--- src/rtl/rfca_pkg.sv ---
// ----------------------------------------------------------------------------
// rfca_pkg
// Types and constants shared by the radar frame count averager.
// ----------------------------------------------------------------------------
package rfca_pkg;

    localparam logic [7:0] HEAD0 = 8'h53;
    localparam logic [7:0] HEAD1 = 8'h59;
    localparam logic [7:0] TAIL0 = 8'h54;
    localparam logic [7:0] TAIL1 = 8'h43;

    localparam int unsigned POINT_SIZE       = 11;
    localparam int unsigned POINT_SIZE_SHIFT = 19;
    localparam logic [31:0] POINT_SIZE_RECIP =
        32'(((64'd1 << POINT_SIZE_SHIFT) + POINT_SIZE - 1) / POINT_SIZE);

    localparam logic [16:0] ELAPSED_MAX = 17'h10000;

    localparam logic [7:0]  CFG_TIMEOUT_MS     = 8'd0;
    localparam logic [7:0]  CFG_REPORT_COMMAND = 8'd1;
    localparam logic [15:0] TIMEOUT_RESET      = 16'd5000;
    localparam logic [15:0] REPORT_RESET       = 16'h8202;

    localparam int OUT_DEPTH = 8;
    localparam int OUT_AW    = 3;

    typedef enum logic [2:0] {
        EV_NONE      = 3'd0,
        EV_STORED    = 3'd1,
        EV_BAD_SUM   = 3'd2,
        EV_OTHER_CMD = 3'd3,
        EV_SHORT     = 3'd4
    } frame_event_t;

    typedef struct packed {
        logic         store;
        logic [7:0]   value;
        frame_event_t ev;
        logic         dropped;
        logic         fresh;
    } parser_out_t;

    typedef struct packed {
        logic         fresh;
        frame_event_t ev;
        logic         dropped;
    } side_t;

    typedef struct packed {
        logic [7:0] avg;
        side_t      side;
    } out_word_t;

    function automatic int sum_width(input int depth);
        return $clog2(depth * 255 + (depth >> 1) + 1);
    endfunction

endpackage

--- src/rtl/rfca_parser.sv ---
// ----------------------------------------------------------------------------
// rfca_parser
// Frame hunter, checksum check and millisecond age counter.
// ----------------------------------------------------------------------------
module rfca_parser #(
    parameter int FRAME_LIMIT = 256
) (
    input  logic                 aclk,
    input  logic                 aresetn,
    input  logic                 accept,
    input  logic                 mode,
    input  logic [7:0]           data_byte,
    input  logic [15:0]          timeout_ms,
    input  logic [15:0]          report_command,
    output rfca_pkg::parser_out_t pout
);
    import rfca_pkg::*;

    localparam int BCW = $clog2(FRAME_LIMIT);
    localparam logic [BCW-1:0] LIMIT_LAST = BCW'(FRAME_LIMIT - 1);

    logic [BCW-1:0] byte_count_reg, byte_count_next;
    logic [7:0]     r0_reg, r0_next;
    logic [7:0]     r1_reg, r1_next;
    logic [7:0]     r2_reg, r2_next;
    logic [7:0]     rsum_reg, rsum_next;
    logic [15:0]    cmd_reg, cmd_next;
    logic [15:0]    len_reg, len_next;
    logic [16:0]    elapsed_reg, elapsed_next;
    logic [7:0]     len_div_reg;
    logic [31:0]    len_prod;
    logic [BCW-1:0] pos_inc;
    logic           clear;
    logic           store;
    logic           dropped;
    frame_event_t   ev;

    assign len_prod = {16'h0000, len_reg} * POINT_SIZE_RECIP;
    assign pos_inc  = byte_count_reg + BCW'(1);

    always_comb begin
        byte_count_next = byte_count_reg;
        r0_next         = r0_reg;
        r1_next         = r1_reg;
        r2_next         = r2_reg;
        rsum_next       = rsum_reg;
        cmd_next        = cmd_reg;
        len_next        = len_reg;
        elapsed_next    = elapsed_reg;
        clear           = 1'b0;
        store           = 1'b0;
        dropped         = 1'b0;
        ev              = EV_NONE;
        if (accept) begin
            if (mode) begin
                if (elapsed_reg != ELAPSED_MAX) begin
                    elapsed_next = elapsed_reg + 17'd1;
                end
            end else if (byte_count_reg == '0 && data_byte != HEAD0) begin
                clear = 1'b0;
            end else if (byte_count_reg == BCW'(1) && data_byte != HEAD1) begin
                clear = 1'b1;
            end else begin
                rsum_next = rsum_reg + r0_reg;
                r0_next   = r1_reg;
                r1_next   = r2_reg;
                r2_next   = data_byte;
                case (byte_count_reg)
                    BCW'(2): cmd_next = {data_byte, 8'h00};
                    BCW'(3): cmd_next = {cmd_reg[15:8], data_byte};
                    BCW'(4): len_next = {data_byte, 8'h00};
                    BCW'(5): len_next = {len_reg[15:8], data_byte};
                    default: cmd_next = cmd_reg;
                endcase
                byte_count_next = pos_inc;
                if (pos_inc > BCW'(5) && r2_reg == TAIL0 && data_byte == TAIL1) begin
                    if (rsum_next != r1_reg) begin
                        ev = EV_BAD_SUM;
                    end else if (cmd_next != report_command) begin
                        ev = EV_OTHER_CMD;
                    end else if (pos_inc < BCW'(9)) begin
                        ev = EV_SHORT;
                    end else begin
                        ev    = EV_STORED;
                        store = 1'b1;
                    end
                    clear = 1'b1;
                end else if (pos_inc >= LIMIT_LAST) begin
                    clear   = 1'b1;
                    dropped = 1'b1;
                end
            end
        end
        if (clear) begin
            byte_count_next = '0;
            r0_next         = '0;
            r1_next         = '0;
            r2_next         = '0;
            rsum_next       = '0;
            cmd_next        = '0;
            len_next        = '0;
        end
        if (store) begin
            elapsed_next = '0;
        end
    end

    always_ff @(posedge aclk) begin
        if (!aresetn) begin
            byte_count_reg <= '0;
            r0_reg         <= '0;
            r1_reg         <= '0;
            r2_reg         <= '0;
            rsum_reg       <= '0;
            cmd_reg        <= '0;
            len_reg        <= '0;
            elapsed_reg    <= '0;
        end else begin
            byte_count_reg <= byte_count_next;
            r0_reg         <= r0_next;
            r1_reg         <= r1_next;
            r2_reg         <= r2_next;
            rsum_reg       <= rsum_next;
            cmd_reg        <= cmd_next;
            len_reg        <= len_next;
            elapsed_reg    <= elapsed_next;
        end
    end

    // points in the report, settles well before the frame can end
    always_ff @(posedge aclk) begin
        len_div_reg <= len_prod[POINT_SIZE_SHIFT +: 8];
    end

    assign pout.store   = store;
    assign pout.value   = len_div_reg;
    assign pout.ev      = ev;
    assign pout.dropped = dropped;
    assign pout.fresh   = !(elapsed_next > {1'b0, timeout_ms});

endmodule

--- src/rtl/rfca_cell.sv ---
// ----------------------------------------------------------------------------
// rfca_cell
// One count of the averaging window, shifts to its neighbor on a store.
// ----------------------------------------------------------------------------
module rfca_cell (
    input  logic       aclk,
    input  logic       aresetn,
    input  logic       shift,
    input  logic [7:0] d,
    output logic [7:0] q
);
    logic [7:0] q_reg;

    always_ff @(posedge aclk) begin
        if (!aresetn) begin
            q_reg <= '0;
        end else if (shift) begin
            q_reg <= d;
        end
    end

    assign q = q_reg;

endmodule

--- src/rtl/rfca_divider.sv ---
// ----------------------------------------------------------------------------
// rfca_divider
// Pipelined divide of the biased window sum by the window depth.
// ----------------------------------------------------------------------------
module rfca_divider #(
    parameter int DIVISOR = 256
) (
    input  logic                   aclk,
    input  logic                   aresetn,
    input  logic                   in_valid,
    input  logic [rfca_pkg::sum_width(DIVISOR)-1:0] in_n,
    input  rfca_pkg::side_t        in_side,
    output logic                   out_valid,
    output rfca_pkg::out_word_t    out_word
);
    import rfca_pkg::*;

    localparam int NW = sum_width(DIVISOR);
    localparam logic [NW-1:0] RECIP = NW'((64'd1 << NW) / DIVISOR);
    localparam logic [NW-1:0] DIV_N = NW'(DIVISOR);

    logic            a_valid_reg, b_valid_reg, c_valid_reg, d_valid_reg;
    logic [NW-1:0]   a_n_reg, b_n_reg, c_n_reg;
    side_t           a_side_reg, b_side_reg, c_side_reg;
    logic [2*NW-1:0] b_prod_reg;
    logic [2*NW-1:0] qd_full;
    logic [NW-1:0]   c_q0_reg, c_qd_reg;
    logic [NW-1:0]   rem;
    logic [NW-1:0]   quot;
    out_word_t       d_word_reg;

    assign qd_full = {{NW{1'b0}}, b_prod_reg[2*NW-1:NW]} * {{NW{1'b0}}, DIV_N};
    assign rem     = c_n_reg - c_qd_reg;
    assign quot    = c_q0_reg + NW'(rem >= DIV_N);

    always_ff @(posedge aclk) begin
        if (!aresetn) begin
            a_valid_reg <= 1'b0;
            b_valid_reg <= 1'b0;
            c_valid_reg <= 1'b0;
            d_valid_reg <= 1'b0;
        end else begin
            a_valid_reg <= in_valid;
            b_valid_reg <= a_valid_reg;
            c_valid_reg <= b_valid_reg;
            d_valid_reg <= c_valid_reg;
        end
    end

    always_ff @(posedge aclk) begin
        a_n_reg         <= in_n;
        a_side_reg      <= in_side;
        b_prod_reg      <= {{NW{1'b0}}, a_n_reg} * {{NW{1'b0}}, RECIP};
        b_n_reg         <= a_n_reg;
        b_side_reg      <= a_side_reg;
        c_q0_reg        <= b_prod_reg[2*NW-1:NW];
        c_qd_reg        <= qd_full[NW-1:0];
        c_n_reg         <= b_n_reg;
        c_side_reg      <= b_side_reg;
        d_word_reg.avg  <= quot[7:0];
        d_word_reg.side <= c_side_reg;
    end

    assign out_valid = d_valid_reg;
    assign out_word  = d_word_reg;

endmodule

--- src/rtl/rfca_fifo.sv ---
// ----------------------------------------------------------------------------
// rfca_fifo
// Small show-ahead result buffer between the pipeline and the result port.
// ----------------------------------------------------------------------------
module rfca_fifo (
    input  logic                aclk,
    input  logic                aresetn,
    input  logic                wr_en,
    input  rfca_pkg::out_word_t wr_data,
    input  logic                rd_en,
    output rfca_pkg::out_word_t rd_data,
    output logic                not_empty
);
    import rfca_pkg::*;

    out_word_t         mem [OUT_DEPTH];
    logic [OUT_AW-1:0] wr_ptr_reg, rd_ptr_reg;
    logic [OUT_AW:0]   count_reg;

    always_ff @(posedge aclk) begin
        if (wr_en) begin
            mem[wr_ptr_reg] <= wr_data;
        end
    end

    always_ff @(posedge aclk) begin
        if (!aresetn) begin
            wr_ptr_reg <= '0;
            rd_ptr_reg <= '0;
            count_reg  <= '0;
        end else begin
            if (wr_en) begin
                wr_ptr_reg <= wr_ptr_reg + OUT_AW'(1);
            end
            if (rd_en) begin
                rd_ptr_reg <= rd_ptr_reg + OUT_AW'(1);
            end
            count_reg <= count_reg + (OUT_AW + 1)'(wr_en) - (OUT_AW + 1)'(rd_en);
        end
    end

    assign rd_data   = mem[rd_ptr_reg];
    assign not_empty = (count_reg != '0);

endmodule

--- src/rtl/radar_frame_count_averager.sv ---
// ----------------------------------------------------------------------------
// radar_frame_count_averager
// Radar frame parser with a moving average of reported target counts.
//
// s_ carries one word per serial byte (s_mode 0) or per millisecond tick
// (s_mode 1). Every accepted word gives exactly one m_ word holding the
// rounded average of the last AVERAGE_DEPTH stored counts, a freshness flag,
// the frame event and the overflow flag.
// Accepted words reach m_valid through the divider and the result buffer. One
// word per cycle is taken while s_ready is high; the parser and the count
// window update in the acceptance cycle and the division by the window depth
// runs in a four-stage multiply pipeline. Results wait in an 8-word buffer;
// s_ready drops only while 8 words are accepted and not yet taken, so a stalled
// receiver holds off new input after that and nothing is lost.
// The count window is a row of AVERAGE_DEPTH cells that reset clears at once,
// so the block accepts input in the first cycle after reset.
// cfg_ writes are always taken: index 0 timeout_ms, index 1 report_command,
// other indexes are ignored. Write them while the block is idle.
// ----------------------------------------------------------------------------
module radar_frame_count_averager #(
    parameter int FRAME_LIMIT   = 256,
    parameter int AVERAGE_DEPTH = 256
) (
    input  logic        aclk,
    input  logic        aresetn,
    input  logic        s_valid,
    output logic        s_ready,
    input  logic        s_mode,
    input  logic [7:0]  s_data_byte,
    output logic        m_valid,
    input  logic        m_ready,
    output logic [7:0]  m_average_count,
    output logic        m_count_valid,
    output logic [2:0]  m_frame_event,
    output logic        m_frame_dropped,
    input  logic        cfg_valid,
    output logic        cfg_ready,
    input  logic [7:0]  cfg_index,
    input  logic [15:0] cfg_data
);
    import rfca_pkg::*;

    localparam int SW = sum_width(AVERAGE_DEPTH);
    localparam logic [OUT_AW:0] OCC_MAX = (OUT_AW + 1)'(OUT_DEPTH);

    logic [15:0]     timeout_reg;
    logic [15:0]     report_reg;
    logic            s_accept;
    logic            m_accept;
    parser_out_t     pout;
    logic [7:0]      tap [0:AVERAGE_DEPTH];
    logic [SW-1:0]   sum_reg, sum_next;
    side_t           side;
    logic            div_valid;
    out_word_t       div_word;
    out_word_t       rd_word;
    logic [OUT_AW:0] occ_reg;

    assign s_accept  = s_valid && s_ready;
    assign m_accept  = m_valid && m_ready;
    assign s_ready   = (occ_reg < OCC_MAX);
    assign cfg_ready = 1'b1;

    always_ff @(posedge aclk) begin
        if (!aresetn) begin
            timeout_reg <= TIMEOUT_RESET;
            report_reg  <= REPORT_RESET;
        end else if (cfg_valid && cfg_ready) begin
            case (cfg_index)
                CFG_TIMEOUT_MS:     timeout_reg <= cfg_data;
                CFG_REPORT_COMMAND: report_reg  <= cfg_data;
                default:            timeout_reg <= timeout_reg;
            endcase
        end
    end

    rfca_parser #(
        .FRAME_LIMIT(FRAME_LIMIT)
    ) u_parser (
        .aclk          (aclk),
        .aresetn       (aresetn),
        .accept        (s_accept),
        .mode          (s_mode),
        .data_byte     (s_data_byte),
        .timeout_ms    (timeout_reg),
        .report_command(report_reg),
        .pout          (pout)
    );

    assign tap[0] = pout.value;

    for (genvar i = 0; i < AVERAGE_DEPTH; i++) begin : g_cell
        rfca_cell u_cell (
            .aclk   (aclk),
            .aresetn(aresetn),
            .shift  (pout.store),
            .d      (tap[i]),
            .q      (tap[i+1])
        );
    end

    // window sum carries the rounding half
    assign sum_next = pout.store
                    ? sum_reg - SW'(tap[AVERAGE_DEPTH]) + SW'(pout.value)
                    : sum_reg;

    always_ff @(posedge aclk) begin
        if (!aresetn) begin
            sum_reg <= SW'(AVERAGE_DEPTH / 2);
        end else begin
            sum_reg <= sum_next;
        end
    end

    assign side.fresh   = pout.fresh;
    assign side.ev      = pout.ev;
    assign side.dropped = pout.dropped;

    rfca_divider #(
        .DIVISOR(AVERAGE_DEPTH)
    ) u_divider (
        .aclk     (aclk),
        .aresetn  (aresetn),
        .in_valid (s_accept),
        .in_n     (sum_next),
        .in_side  (side),
        .out_valid(div_valid),
        .out_word (div_word)
    );

    rfca_fifo u_fifo (
        .aclk     (aclk),
        .aresetn  (aresetn),
        .wr_en    (div_valid),
        .wr_data  (div_word),
        .rd_en    (m_accept),
        .rd_data  (rd_word),
        .not_empty(m_valid)
    );

    // words accepted and not yet delivered
    always_ff @(posedge aclk) begin
        if (!aresetn) begin
            occ_reg <= '0;
        end else begin
            occ_reg <= occ_reg + (OUT_AW + 1)'(s_accept) - (OUT_AW + 1)'(m_accept);
        end
    end

    assign m_average_count = rd_word.avg;
    assign m_count_valid   = rd_word.side.fresh;
    assign m_frame_event   = rd_word.side.ev;
    assign m_frame_dropped = rd_word.side.dropped;

    a_occ_bound: assert property (@(posedge aclk) disable iff (!aresetn)
        occ_reg <= OCC_MAX)
        else $error("outstanding words exceed result buffer");

    a_valid_has_credit: assert property (@(posedge aclk) disable iff (!aresetn)
        m_valid |-> (occ_reg != '0))
        else $error("result word without an accepted input");

    a_tick_quiet: assert property (@(posedge aclk) disable iff (!aresetn)
        (s_accept && s_mode) |-> (pout.ev == EV_NONE && !pout.dropped && !pout.store))
        else $error("tick changed frame state");

    a_store_event: assert property (@(posedge aclk) disable iff (!aresetn)
        pout.store |-> (s_accept && pout.ev == EV_STORED))
        else $error("count stored without a stored event");

endmodule
--- config.mk ---
export PLATFORM = sky130hd
export DESIGN_NAME = radar_frame_count_averager
export DESIGN_NICKNAME = d
export VERILOG_FILES = /design/src/rtl/rfca_pkg.sv /design/src/rtl/rfca_parser.sv /design/src/rtl/rfca_cell.sv /design/src/rtl/rfca_divider.sv /design/src/rtl/rfca_fifo.sv /design/src/rtl/radar_frame_count_averager.sv
export SDC_FILE = /design/constraint.sdc
export NUM_CORES = 2
export LEC_CHECK = 0
export ABC_AREA = 1
export BUFFER_PORTS_ARGS = -buffer_cell sky130_fd_sc_hd__buf_2
export CORE_ASPECT_RATIO = 0.5
export CORE_MARGIN = 10
export CORE_UTILIZATION = 40
export CTS_CLUSTER_SIZE = 25
export DETAILED_ROUTE_END_ITERATION = 8
export GPL_ROUTABILITY_DRIVEN = 0
export SYNTH_ARGS = -nofsm -noshare
export SYNTH_HDL_FRONTEND = slang
export SYNTH_SLANG_ARGS = --single-unit
--- constraint.sdc ---
create_clock -name aclk -period 4.5 [get_ports aclk]
set_input_delay 0.225 -clock aclk [delete_from_list [all_inputs] [get_ports aclk]]
set_output_delay 0.225 -clock aclk [all_outputs]
set_load 0.02 [all_outputs]
==> After elaboration in Yosys (flattened, before gate mapping) <==
Memory sizes are Yosys's and may differ from the RTL's. A register that Yosys moved wholly into a read port is not among the register bits.
Cells that the tools add are included.
{ "totals": {"reg_bits": 2295, "ram_bits": 104, "in_bits": 38, "word_cells": 390, "mem_count": 1} }
{ "op_classes": {"n_addsub": 13, "n_mul": 1, "order_cmp": 6, "n_eq_ne": 13, "muxes": 32, "n_bitwise": 7, "reduce_logical": 21} }
{ "memory_table": {"columns": ["name", "depth", "word_bits", "rd", "rd_ports_with_merged_regs", "write_ports", "line", "rtl"], "rows": [
  ["u_fifo.mem", 8, 13, 1, 1, 1, "rfca_fifo.sv:16", "out_word_t mem [OUT_DEPTH];"]
]} }
{ "ops": {"columns": ["cell", "count"], "rows": [
  ["2-to-1 mux 16 bit", 5],
  ["2-to-1 mux 17 bit", 4],
  ["case mux 16 bit (2 select lines)", 2],
  ["multiplier 16 x 16 -> 27 bit (second input constant)", 1],
  ["adder 17 x 1 -> 17 bit (second input constant)", 1],
  ["> comparator 17 x 16 -> 1 bit", 1],
  ["!= test 17 bit (second input constant)", 1],
  ["adder 16 x 8 -> 16 bit", 1],
  ["== test 8 x 1 -> 1 bit (second input constant)", 2],
  ["== test 8 x 2 -> 1 bit (second input constant)", 2],
  ["== test 8 x 3 -> 1 bit (second input constant)", 2],
  ["== test 8 x 7 -> 1 bit (second input constant)", 2],
  ["greater-or-equal comparator 16 x 9 -> 1 bit (second input constant)", 1],
  ["logical NOT 8 bit", 2],
  ["2-to-1 mux 1 bit", 16],
  ["!= test 16 bit", 1],
  ["!= test 8 x 7 -> 1 bit (second input constant)", 2],
  ["subtractor 16 bit", 1],
  ["subtractor 16 x 8 -> 16 bit", 1],
  ["OR reduction 5 bit", 2],
  ["2-to-1 mux 3 bit", 3],
  ["adder 4 x 1 -> 4 bit", 2],
  ["adder 8 x 1 -> 8 bit", 1],
  ["adder 8 x 1 -> 8 bit (second input constant)", 1],
  ["21 further kinds", 36]
]} }

==> Logic depth before layout (Yosys ltp) <==
{ "depth": {"word_depth": 17, "ltp_mapped": 32, "mapped_depth_nobuf": 29} }

==> Modules after synthesis <==
Synthesis repeated with hierarchy kept, for this count alone.
{ "unflattened": {"hier_cells": 15502, "hier_area_um2": 111219.2} }
{ "by_module_without_submodules": {"columns": ["module", "instances", "cells_per_inst", "area_per_inst_um2"], "rows": [
  ["rfca_cell", 256, 51, 356.6],
  ["rfca_parser", 1, 1363, 10371.2],
  ["rfca_fifo", 1, 528, 5168.7],
  ["radar_frame_count_averager", 1, 491, 3240.6],
  ["rfca_divider", 1, 64, 1151.1]
]} }

==> Worst setup path before layout <==
OpenSTA, ideal clock, no wires.
{ "synth_timing": {"path_type": "flip-flop to flip-flop", "startpoint": "reg u_parser.len_reg[4]", "endpoint": "reg u_parser.len_div_reg[5]", "arrival_time_ps": 4615, "required_time_ps": 4375, "setup_slack_ps": -240, "stages_incl_launch_ff": 16, "n_path_buf": 0, "period_less_slack_ps": 4740, "path_cell_list": "dfxtp_1 > ha_1 > inv_1 > fa_1 > inv_1 > fa_1 > fa_1 > fa_1 > fa_1 > ha_1 > nand2_1 > nor4_1 > nand4_1 > nand3_1 > a31oi_1 > xor2_1"} }
{ "synth_between": {"elab_chain_cells": 1} }
{ "synth_rtl": {"columns": ["element", "line", "rtl"], "rows": [
  ["start: declaration", "rfca_parser.sv:28", "logic [15:0] len_reg, len_next;"],
  ["start signal: assignment", "rfca_parser.sv:125", "len_reg <= len_next;"],
  ["multiplier 16 x 16 -> 27 bit", "rfca_parser.sv:38", "assign len_prod = {16'h0000, len_reg} * POINT_SIZE_RECIP;"],
  ["named net u_parser.len_prod[24]", "rfca_parser.sv:31", "logic [31:0] len_prod;"],
  ["end signal: assignment", "rfca_parser.sv:132", "len_div_reg <= len_prod[POINT_SIZE_SHIFT +: 8];"],
  ["end: declaration", "rfca_parser.sv:30", "logic [7:0] len_div_reg;"]
]} }
The timed path passes the listed nets, and every way through them passes these cells.
A chain may end at the register's enable or synchronous reset.

==> Worst setup path in the final report <==
{ "layout_timing": {"startpoint": "reg u_parser.len_reg[3]", "endpoint": "reg u_parser.len_div_reg[5]"} }
Same word-level chain as after synthesis.

==> run metrics <==
largest buffer count on any clock path=4; final-report hold violation count=0; max reg flops=2048; Final Max Tran Viols=0; startpoint type of the worst setup path=flop; CP Data Required Time=5.19 ns; fraction of registers with async set or reset after synthesis=0%; Root Buffer Master=clkbuf_16; final total negative setup slack=-0.08983 ns; net count after synthesis=11.30k; unrepaired setup endpoints after global routing=yes; Row Count=122; via count=65.20k; H-tree depth=4; height of the die=354 um; hold_ws=0.09458 ns; share of synthesized area occupied by flip-flops and latches=54.33%; share of the cycle needed by the critical path after routing=101.0%; Post-Route Skew=0.05640 ns; leading register cell type out of synthesis=dfxtp_1; run status=finished, violations left; Final setup violation count=3; clock-pin slew on the worst setup and hold paths=0.07 ns; max-cap violations=0; Detail Route Antenna Nets=0; net count reported at finish=11.00k; synthesized flop and latch total=2370; start-to-end type of the worst setup path=flop to flop; violation count after the first detailed-routing iteration=4972; Unique masters post-synth=49; IR Drop Worst-Case VDD=277.6 uV; transition time of the tightest slew-check pin=1.165 ns; total congestion overflow after global routing=0; number of fill cells in the layout=21.79k; DR vias/cell=4.716; Clk Latency, worst-skew pair=0.86 ns; Pre-antenna DRT Iters=5; setup slack after layout=-0.04724 ns; Post-synth EDFFs=104; leakage power total=47.72 nW; Area Growth Syn to Fin=10.72%; library cell with the highest instance count after synthesis=nor2_1; initial antenna violation count=4; CP Max Fanout=5; Starting Density=40.29%; number of antenna cells inserted=0; CTS sink cnt=2370; vias in the first global route=61.73k; register cell area after layout=0.04852 mm2; total number of yosys warnings=0; average cell area after synthesis=8.129 um2; data arrival time of the critical path=5.24 ns; fmax=219.9 MHz; IO Count=54; total power after layout=0.04165 W; Synth top area share=50.83%; Post-Place Worst Slack=-0.2134 ns; core footprint=0.2215 mm2; total half-perimeter wirelength after legalization and detailed placement=92470 um; post-layout min period=4.547 ns; Total GRT Usage=13.40%; largest net degree at the start of global routing=240; post-detailed-routing wire length=169500 um; layout cells sized above 1=6.157%; worst min-delay path category=primary input to flop; Power per Cell Area=421.5 mW/mm2; detailed-route DRC error count=0; Multi-input gate area=0.03570 mm2; port bufs=52; global-route wire length before repair=292000 um; Synth Instances=10.98k; clock tree from TritonCTS=built; clock buffers created by TritonCTS=215; die extent in x=688 um; Final Cell Area=0.09881 mm2; top area cells in the synthesized netlist=dfxtp_1 (51%), nor2_1 (18%), o21ai_1 (9.0%); die outline area=0.2436 mm2; most common library cells after synthesis=nor2_1 (4220), dfxtp_1 (2266), o21ai_1 (1604); Netlist Area Pre-Place=0.08924 mm2; library cell with the largest summed area after synthesis=dfxtp_1; Slew headroom=22.32%; violated checks=setup timing; sort of element at the end of the critical path=flop; routed wirelength normalized by instance count=12.26 um; Placement Cell Area=0.09060 mm2
## cell usage in the layout (no fill, tap or decap), types with 6 or more instances in the layout
cell	synthesis	final
bufinv_16	0	25
o21ai_0	561	556
ha_1	174	149
ha_4	0	24
clkbuf_8	0	48
clkinv_2	0	45
nand2_2	2	8
clkbuf_16	0	221
xnor2_1	14	14
inv_1	356	350
nand3_1	92	91
clkbuf_1	354	33
nor2_2	1	8
o211ai_1	11	11
nor3_1	33	31
dlygate4sd3_1	0	27
buf_2	203	51
buf_4	58	106
fa_1	104	98
nor4_1	7	6
dfxtp_4	0	7
o22ai_1	13	13
a31oi_1	17	16
a21oi_2	0	9
buf_12	0	33
nor2_1	4220	4213
dfxtp_1	2266	2254
clkinvlp_4	0	6
inv_2	8	14
o21ai_1	1604	1607
nand2_1	341	332
fa_2	0	6
or2_2	9	8
nand4_1	22	22
a21oi_1	194	182
edfxtp_1	104	104
buf_6	125	9
a211oi_1	12	12
xor2_1	39	39
## routing by layer
| metal | vias to the layer above | share of wire (%) | global-route usage, % |
|---|---|---|---|
| met5 | - | 0.015 | 0 |
| met4 | 4 | 2.8 | 4.029 |
| met3 | 269 | 3.4 | 2.293 |
| met2 | 619 | 42 | 21.70 |
| met1 | 29570 | 51 | 18.29 |
| li1 | 34750 | - | - |
## cell families (layout without fill, tap and decap cells)
group / after synthesis / in the layout / synth area share, %
buffers and inverters: 1107 / 978 / 6.236
other: 1 / 1 / 0.004202
AOI/OAI and AO/OA: 2426 / 2426 / 13.77
muxes: 1 / 1 / 0.01122
xor gates and xnor gates: 53 / 53 / 0.5201
adders and majority gates: 278 / 278 / 4.772
and+or+nand+nor: 4743 / 4743 / 20.36
DFF: 2370 / 2370 / 54.33
## final cells by class
class / count / area share (%)
Tap cell: 2976 / 3.768
Clock inverter: 84 / 1.104
Clock buffer: 302 / 6.391
Sequential cell: 2370 / 49.10
Timing Repair Buffer: 226 / 2.108
Inverter: 366 / 1.390
Multi-Input combinational cell: 7502 / 36.13
## path summary, 6_finish.rpt
check | start | end | slack (ns) | cells after the start
max | u_parser.len_reg[3] | u_parser.len_div_reg[5] | -0.05 | 15
min | cfg_index[0] | report_reg[4] | 0.09 | 4
max reg2reg | u_parser.len_reg[3] | u_parser.len_div_reg[5] | -0.05 | 15
min reg2reg | u_divider.b_n_reg[8] | u_divider.c_n_reg[8] | 0.32 | 0
## worst max-delay path, stage by stage (launching register included)
cell,delay (ns)
dfxtp_4,0.38
ha_1,0.27
inv_1,0.05
fa_1,0.50
fa_1,0.54
inv_1,0.06
fa_2,0.57
fa_2,0.44
fa_1,0.48
ha_4,0.33
nand2_4,0.06
nor4_4,0.21
nand4_1,0.14
nand3_2,0.13
a31oi_2,0.10
xor2_1,0.16
## per-stage QoR
stage               utilization, %  std cells
floorplan                        -      10980
global placement             40.90      13410
detailed placement           40.90      13410
CTS                          44.50      13830
global route                 44.61      13830
finish                       44.61      13830
## report_power, final
| part | switching (W) | leakage (nW) | internal [W] |
|---|---|---|---|
| combinational | 0.000983 | 24.9 | 0.000432 |
| sequential | 0.0000390 | 19.1 | 0.0212 |
| clock | 0.00783 | 3.67 | 0.0112 |
| total | 0.00886 | 47.7 | 0.0328 |
## timing repair
action / in CTS / in global routing
buffers inserted: 4 / 1
pin swaps: 48 / 27
endpoints found under the hold margin: 125 / 0
hold buffers: 27 / 0
resized for setup: 50 / 46
endpoints found under the setup margin: 8 / 9
Power figures use the tool's default switching activity.
